**config.mk**
```make
export PLATFORM = sky130hd
export DESIGN_NAME = frame_duration_sequencer
export DESIGN_NICKNAME = d
export VERILOG_FILES = /design/src/rtl/fds_pkg.sv /design/src/rtl/frame_duration_sequencer.sv /design/src/rtl/fds_frame_store.sv /design/src/rtl/fds_ctrl.sv
export SDC_FILE = /design/constraint.sdc
export NUM_CORES = 2
export LEC_CHECK = 0
export ABC_AREA = 0
export BUFFER_PORTS_ARGS = -buffer_cell sky130_fd_sc_hd__buf_2
export CAP_MARGIN = 30
export CORE_MARGIN = 2
export CORE_UTILIZATION = 50
export CTS_BUF_LIST = sky130_fd_sc_hd__clkbuf_8
export DETAILED_ROUTE_END_ITERATION = 12
export PLACE_DENSITY_LB_ADDON = 0.08
export SETUP_SLACK_MARGIN = 0.15
export SLEW_MARGIN = 5
export SYNTH_ARGS = -nofsm -noshare
export SYNTH_HDL_FRONTEND = slang
export SYNTH_SLANG_ARGS = --single-unit
```
**constraint.sdc**
```tcl
create_clock -name clk -period 11.05 [get_ports clk]
set_clock_uncertainty 0.05 [all_clocks]
set_input_delay 2.21 -clock clk [delete_from_list [all_inputs] [get_ports clk]]
set_output_delay 2.21 -clock clk [all_outputs]
set_load 0.03 [all_outputs]
```
**src/rtl/fds_pkg.sv**
```systemverilog
// fds_pkg: shared types and constants of the frame duration sequencer.
// Holds the word layouts, frame entry layout, action codes and register map.
// No dependencies.
`default_nettype none

package fds_pkg;

  localparam int FRAMES   = 32;
  localparam int FRAME_AW = (FRAMES > 1) ? $clog2(FRAMES) : 1;
  localparam int TOTAL_W  = $clog2(FRAMES + 1);
  localparam int INDEX_W  = 5;
  localparam int ACC_W    = 17;
  localparam int TICK_W   = 16;
  localparam int PADDR_W  = 3;
  localparam int PDATA_W  = 32;

  typedef enum logic [2:0] {
    ACT_TICK        = 3'd0,
    ACT_ADD_GLYPH   = 3'd1,
    ACT_ADD_TEXTURE = 3'd2,
    ACT_PLAY        = 3'd3,
    ACT_PAUSE       = 3'd4,
    ACT_STOP        = 3'd5,
    ACT_RESET       = 3'd6
  } action_t;

  typedef enum logic [0:0] {
    REG_LOOPING       = 1'b0,
    REG_DEFAULT_COLOR = 1'b1
  } reg_index_t;

  typedef struct packed {
    logic [2:0]        action;
    logic [TICK_W-1:0] elapsed_ticks;
    logic [7:0]        glyph;
    logic [15:0]       texture_id;
    logic [7:0]        fg_color;
    logic [7:0]        bg_color;
    logic [TICK_W-1:0] duration_ticks;
  } item_t;

  typedef struct packed {
    logic               accepted;
    logic [INDEX_W-1:0] current_index;
    logic [7:0]         current_glyph;
    logic [15:0]        current_texture;
    logic [7:0]         current_fg;
    logic [7:0]         current_bg;
    logic               now_playing;
    logic               is_done;
  } result_t;

  typedef struct packed {
    logic [7:0]        glyph;
    logic [15:0]       texture;
    logic [7:0]        fg;
    logic [7:0]        bg;
    logic [TICK_W-1:0] duration;
  } frame_entry_t;

  typedef struct packed {
    logic                looping;
    logic [7:0]          default_color;
  } cfg_t;

  typedef struct packed {
    logic                wr_en;
    logic [FRAME_AW-1:0] wr_addr;
    frame_entry_t        wr_entry;
    logic                rd_en;
    logic [FRAME_AW-1:0] rd_addr;
  } mem_req_t;

endpackage

`default_nettype wire

```
**src/rtl/frame_duration_sequencer.sv**
```systemverilog
// frame_duration_sequencer: top level, configuration registers on an APB port,
// frame table memory and sequencer control. Depends on fds_pkg, fds_frame_store
// and fds_ctrl.
`default_nettype none

// Channel   Signals                                    Direction  Payload
// item      item_valid, item_ready, item               in         item_t
// result    result_valid, result_ready, result         out        result_t
// config    psel, penable, pwrite, paddr, pwdata,      in/out     looping @0x0,
//           prdata, pready                                        default_color @0x4
//
// Steps: an item passes accept, table read and check when no frame is passed;
// a tick repeats the table read and check for every frame it passes, set by the
// single read port of the frame table and its registered read data.
// Reset: synchronous, clears pointer, frame count, accumulator and flags; the
// frame table itself is not cleared, entries above the frame count are never read.
// Stalls: the result sits in an output register; the next word is accepted while
// it waits, and the check step holds its read data until the register frees up.

module frame_duration_sequencer
  import fds_pkg::*;
(
  input  wire logic               clk,
  input  wire logic               rst,
  input  wire logic               item_valid,
  output logic                    item_ready,
  input  wire item_t              item,
  output logic                    result_valid,
  input  wire logic               result_ready,
  output result_t                 result,
  input  wire logic               psel,
  input  wire logic               penable,
  input  wire logic               pwrite,
  input  wire logic [PADDR_W-1:0] paddr,
  input  wire logic [PDATA_W-1:0] pwdata,
  output logic [PDATA_W-1:0]      prdata,
  output logic                    pready
);

  cfg_t         cfg;
  mem_req_t     mem_req;
  frame_entry_t rd_entry;
  logic         cfg_wr;
  reg_index_t   reg_sel;

  // Zero wait states; decode on the word address only.
  assign pready  = 1'b1;
  assign cfg_wr  = psel && penable && pwrite;
  assign reg_sel = reg_index_t'(paddr[2]);

  always_ff @(posedge clk) begin
    if (rst) begin
      cfg <= '0;
    end else if (cfg_wr) begin
      unique case (reg_sel)
        REG_LOOPING:       cfg.looping       <= pwdata[0];
        REG_DEFAULT_COLOR: cfg.default_color <= pwdata[7:0];
        default: ;
      endcase
    end
  end

  always_comb begin
    prdata = '0;
    unique case (reg_sel)
      REG_LOOPING:       prdata = PDATA_W'(cfg.looping);
      REG_DEFAULT_COLOR: prdata = PDATA_W'(cfg.default_color);
      default:           prdata = '0;
    endcase
  end

  // Frame table: one write for an add, one read per step of the frame loop.
  fds_frame_store u_store (
    .clk      (clk),
    .req      (mem_req),
    .rd_entry (rd_entry)
  );

  // Action decode, frame stepping and the result register.
  fds_ctrl u_ctrl (
    .clk          (clk),
    .rst          (rst),
    .cfg          (cfg),
    .item_valid   (item_valid),
    .item_ready   (item_ready),
    .item         (item),
    .result_valid (result_valid),
    .result_ready (result_ready),
    .result       (result),
    .mem_req      (mem_req),
    .rd_entry     (rd_entry)
  );

endmodule

`default_nettype wire

```
**src/rtl/fds_frame_store.sv**
```systemverilog
// fds_frame_store: frame table memory, one write and one read port.
// Read data is registered and holds until the next read. Depends on fds_pkg.
`default_nettype none

module fds_frame_store
  import fds_pkg::*;
(
  input  wire logic         clk,
  input  wire mem_req_t     req,
  output frame_entry_t      rd_entry
);

  frame_entry_t mem [FRAMES];

  always_ff @(posedge clk) begin
    if (req.wr_en) begin
      mem[req.wr_addr] <= req.wr_entry;
    end
  end

  always_ff @(posedge clk) begin
    if (req.rd_en) begin
      rd_entry <= mem[req.rd_addr];
    end
  end

endmodule

`default_nettype wire

```
**src/rtl/fds_ctrl.sv**
```systemverilog
// fds_ctrl: sequencer control: action decode, frame stepping loop over the
// frame table and the result register. Depends on fds_pkg.
`default_nettype none

module fds_ctrl
  import fds_pkg::*;
(
  input  wire logic         clk,
  input  wire logic         rst,
  input  wire cfg_t         cfg,
  input  wire logic         item_valid,
  output logic              item_ready,
  input  wire item_t        item,
  output logic              result_valid,
  input  wire logic         result_ready,
  output result_t           result,
  output mem_req_t          mem_req,
  input  wire frame_entry_t rd_entry
);

  typedef enum logic [1:0] {
    S_IDLE,
    S_READ,
    S_CHECK
  } state_t;

  state_t              state;
  logic [TOTAL_W-1:0]  total;
  logic [FRAME_AW-1:0] ptr;
  logic [ACC_W-1:0]    acc;
  logic                play;
  logic                done;
  logic                run;
  logic                accepted;

  logic                take;
  logic                is_add;
  logic                add_ok;
  logic                tick_go;
  logic                hit;
  logic                last;
  logic                out_free;
  logic                emit;
  logic [TOTAL_W-1:0]  ptr_inc;
  logic [ACC_W-1:0]    dur_ext;
  result_t             result_next;

  assign item_ready = (state == S_IDLE);
  assign take       = item_valid && item_ready;
  assign is_add     = (item.action == ACT_ADD_GLYPH) || (item.action == ACT_ADD_TEXTURE);
  assign add_ok     = is_add && (total < TOTAL_W'(FRAMES)) && (item.duration_ticks != '0);
  assign tick_go    = play && (total != '0) && !done;

  assign dur_ext  = ACC_W'(rd_entry.duration);
  assign ptr_inc  = TOTAL_W'(ptr) + TOTAL_W'(1);
  assign last     = (ptr_inc >= total);
  assign hit      = run && (acc >= dur_ext);
  assign out_free = !result_valid || result_ready;
  assign emit     = (state == S_CHECK) && !hit && out_free;

  always_comb begin
    mem_req                  = '0;
    mem_req.wr_en            = take && add_ok;
    mem_req.wr_addr          = FRAME_AW'(total);
    mem_req.wr_entry.glyph   = (item.action == ACT_ADD_GLYPH) ? item.glyph : 8'd0;
    mem_req.wr_entry.texture = (item.action == ACT_ADD_TEXTURE) ? item.texture_id : 16'd0;
    mem_req.wr_entry.fg      = item.fg_color;
    mem_req.wr_entry.bg      = item.bg_color;
    mem_req.wr_entry.duration = item.duration_ticks;
    mem_req.rd_en            = (state == S_READ);
    mem_req.rd_addr          = ptr;
  end

  always_comb begin
    result_next               = '0;
    result_next.accepted      = accepted;
    result_next.current_index = INDEX_W'(ptr);
    result_next.now_playing   = play;
    result_next.is_done       = done;
    if (total == '0) begin
      result_next.current_fg = cfg.default_color;
      result_next.current_bg = cfg.default_color;
    end else begin
      result_next.current_glyph   = rd_entry.glyph;
      result_next.current_texture = rd_entry.texture;
      result_next.current_fg      = rd_entry.fg;
      result_next.current_bg      = rd_entry.bg;
    end
  end

  always_ff @(posedge clk) begin
    if (rst) begin
      state        <= S_IDLE;
      total        <= '0;
      ptr          <= '0;
      acc          <= '0;
      play         <= 1'b1;
      done         <= 1'b0;
      run          <= 1'b0;
      accepted     <= 1'b0;
      result_valid <= 1'b0;
    end else begin
      if (emit) begin
        result_valid <= 1'b1;
      end else if (result_ready) begin
        result_valid <= 1'b0;
      end
      unique case (state)
        S_IDLE: begin
          if (take) begin
            accepted <= add_ok;
            run      <= (item.action == ACT_TICK) && tick_go;
            state    <= S_READ;
            unique case (action_t'(item.action))
              ACT_TICK: begin
                if (tick_go) begin
                  acc <= acc + ACC_W'(item.elapsed_ticks);
                end
              end
              ACT_ADD_GLYPH, ACT_ADD_TEXTURE: begin
                if (add_ok) begin
                  total <= total + TOTAL_W'(1);
                end
              end
              ACT_PLAY:  play <= 1'b1;
              ACT_PAUSE: play <= 1'b0;
              ACT_STOP, ACT_RESET: begin
                ptr  <= '0;
                acc  <= '0;
                done <= 1'b0;
                play <= (item.action == ACT_RESET);
              end
              default: ;
            endcase
          end
        end
        S_READ: begin
          state <= S_CHECK;
        end
        S_CHECK: begin
          if (hit) begin
            // pass this frame, then reread the table at the pointer (advanced, wrapped or held)
            acc   <= acc - dur_ext;
            state <= S_READ;
            if (!last) begin
              ptr <= FRAME_AW'(ptr_inc);
            end else if (cfg.looping) begin
              ptr <= '0;
            end else begin
              done <= 1'b1;
              play <= 1'b0;
              run  <= 1'b0;
            end
          end else if (out_free) begin
            result <= result_next;
            state  <= S_IDLE;
          end
        end
        default: state <= S_IDLE;
      endcase
    end
  end

endmodule

`default_nettype wire
```
==> results.md <==
* Status: finished, final reports clean
* Post-CTS Hold Buffers at 0
* I/O pins at 200
* Synth Area per Inst at roughly 23 sq um
* CTS tree: yes
* CTS sink cnt at about 1900
* Yosys top cell area share at 75.4%
* DRT Pass-1 Iters at 8
* Initial DRC Count at around 4000
* CP Data Required Time at between 10000 and 15000 ps
* Global-route wire length before repair at between 200 and 300 mm
* Relative slew margins at 31.1%
* Seq/Total Area, Yosys at roughly three quarters
* Netlist Area Pre-Place at about 76000 sq um
* Critical Path AT at approximately 6400 ps
* Max-cap violations at 0
* RSZ-0062 raised after global routing: false
* Residual DRC at 0
* Final HPWL DP at ~100 mm
* Post-Syn Instances at between 3000 and 4000
* Clk_lat worst skew at 1000 ps
* Multi-input logic area at 17100 sq um
* Setup repair bufs after CTS at 0
* Non-Filler Instances at about 6000
* CP Class: input port to flip-flop
* Vias in the first global route at approximately 38000
* Post-CTS sizing at 0
* Routed WL at approximately 190 mm
* CORE AREA at 150000 sq um
* Final period util at between 50% and 60%
* Clk slew on worst S/H paths at ~60 ps
* FMAX at approximately 170 MHz
* Critical path launch point type: input port
* Post-synth cell types at 67
* FF+latch count, synth at around 1900
* Cell area power density at between 150 and 200 nW/um^2
* Initial core utilization at 50.4%
* Fill cells at 11000
* Die area at roughly 150000 sq um
* Area grow syn2layout at 13.3%
* Syn. warnings at 0
* Routability cong. at 0.810
* Gr usage total at between 20% and 30%
* Avg WL per Cell at approximately 31 microns
* # setup viols final at 0
* Top cells by area, synth: edfxtp_1, mux4_2, dfxtp_1
* Layout cell share with drive strength beyond 1 at about a third
* Largest area contributor in the netlist: edfxtp_1
* Die Width at approximately 390 microns
* Crit. End Element: flip-flop
* Overall power at roughly 14 mW
* Static Leak at 27.0 nW
* Max VDD drop at between 0.1 and 0.15 mV
* Slew at the pin closest to its max-slew limit at just over 1000 ps
* Gr ovfl total at 0
* Vias/cell at ~6.0
* Post-placement cell count at about 5400
* Row cnt at 142
* PortBufs at approximately 150
* Via count at 36200
* Total negative setup slack at 0 ps
* Max-slew violation count at 0
* Minimum clock period at between 5000 and 6000 ps
* Worst min path class: flip-flop to flip-flop
* Worst-path fanout max at 33
* Root buf cell: clkbuf_8
* Die height at about 400 microns
* Final core utilization at 57.0%
* Post-route ant nets at 0
* Antenna violations before repair at 12
* Asr flop ratio synth at 0%
* Nets at ~3900
* Post-synth EDFFs at about 1900
* Seq. cell area at approximately 58000 sq um
* Max clock buf depth at 4
* Prevailing post-synth register cell: edfxtp_1
* H-tree Lvls at 5
* TritonCTS buffer count at ~330
* Largest net degree at the start of global routing at 146
* Final hold vios at 0
==> synth_stat cells (13+ instances only) <==
library cell     n
and2_1          42
nand3_1         17
nand2_1         80
xnor2_1         23
clkbuf_1        95
buf_2           51
ha_1            43
inv_1           32
mux2_2          58
a21oi_1         31
and3_1          24
a21o_1          14
mux4_2         560
buf_1           13
dfxtp_1         44
edfxtp_1      1896
o21ai_0         13
buf_4           25
nor2_1          80
nor3_1          17
==> power breakdown <==
| part | switching, mW | internal [mW] |
|---|---|---|
| Combinational | 0.230 | 0.0936 |
| Clock | 2.72 | 2.95 |
| Sequential | 0.0134 | 8.08 |
| Total | 2.96 | 11.1 |
==> worst paths after layout <==
kind	start	end	slack, ps	depth (start not counted)
worst max-delay path	item[0]	u_store.mem[19][27]	5200	8
worst min-delay path	u_ctrl.done	u_ctrl.result[0]	420	0
worst max register to register	u_ctrl.state[1]	u_store.mem[19][27]	6820	7
worst min register to register	u_ctrl.done	u_ctrl.result[0]	420	0
==> worst max-delay path, cell delays in order <==
cell,delay [ps]
buf_2,580
nor4_1,140
nand4_1,360
and4_1,500
nand2_1,640
nor2_4,690
buf_4,510
buf_4,660
==> cell families (layout without fill, tap and decap cells) <==
logic type      after synthesis  count (layout)  synth area share, %
mux                         621             621                 17.6
other cells                   2              28              0.00994
fa+ha+maj                    45              45                0.765
flops                      1940            1940                 76.5
buf+inv                     217             850                 1.30
xor+xnor                     31              31                0.359
simple gates                312             312                 2.03
compound gates              141             141                 1.39
==> metrics by stage <==
stage	setup WS (ps)	area, sq um	hold slack, ps
finish	5200	85500	420
global route	5080	85500	442
CTS	5260	85100	419
detailed placement	4180	79400	405
global placement	4270	78900	376
floorplan	3180	75600	356
==> cells in the final DEF, fill, tap and decap left out, drive strengths merged, types with 4 or more instances in the layout <==
cell,count
xor2,8
a221oi,12
and3,24
mux4,560
nor3,17
nor2,80
a211oi,8
nand4,9
or2,4
a21o,15
nand2,80
inv,132
or3,6
clkbuf,339
and2,42
a22o,4
conb,25
a31oi,7
a311oi,5
o31ai,4
xnor2,23
nor3b,4
nor4,8
o21ai,14
dfxtp,44
o21bai,4
clkinv,107
clkinvlp,4
bufinv,6
o21a,7
edfxtp,1896
buf,262
ha,43
mux2,58
nor2b,11
a21oi,31
nand3,18
==> registers in the layout (all words and copies together) (netlist names), 2 cells and up <==
name	flops
u_ctrl.total	6
cfg	9
u_ctrl.result	48
u_ctrl.state	2
u_store.mem	1792
u_ctrl.ptr	5
u_store.rd_entry	56
u_ctrl.acc	17
==> per-layer routing <==
metal	vias up	global-route usage [%]	part of all wire [%]
li1	14900	-	-
met1	19500	35.1	42
met2	1526	39.4	49
met3	235	4.08	7.1
met4	8	6.02	1.5
met5	-	0	0.11
==> area by class of cell <==
cell class | count | area share, %
sequential | 1940 | 67.6
multi-input combinational | 1175 | 20.0
clock buffer | 338 | 5.44
tap | 2016 | 2.95
timing repair buffer | 263 | 2.70
clock inverter | 217 | 1.19
inverter | 32 | 0.140
antenna | 3 | 0.00878
(Power assumes the default switching activity.)
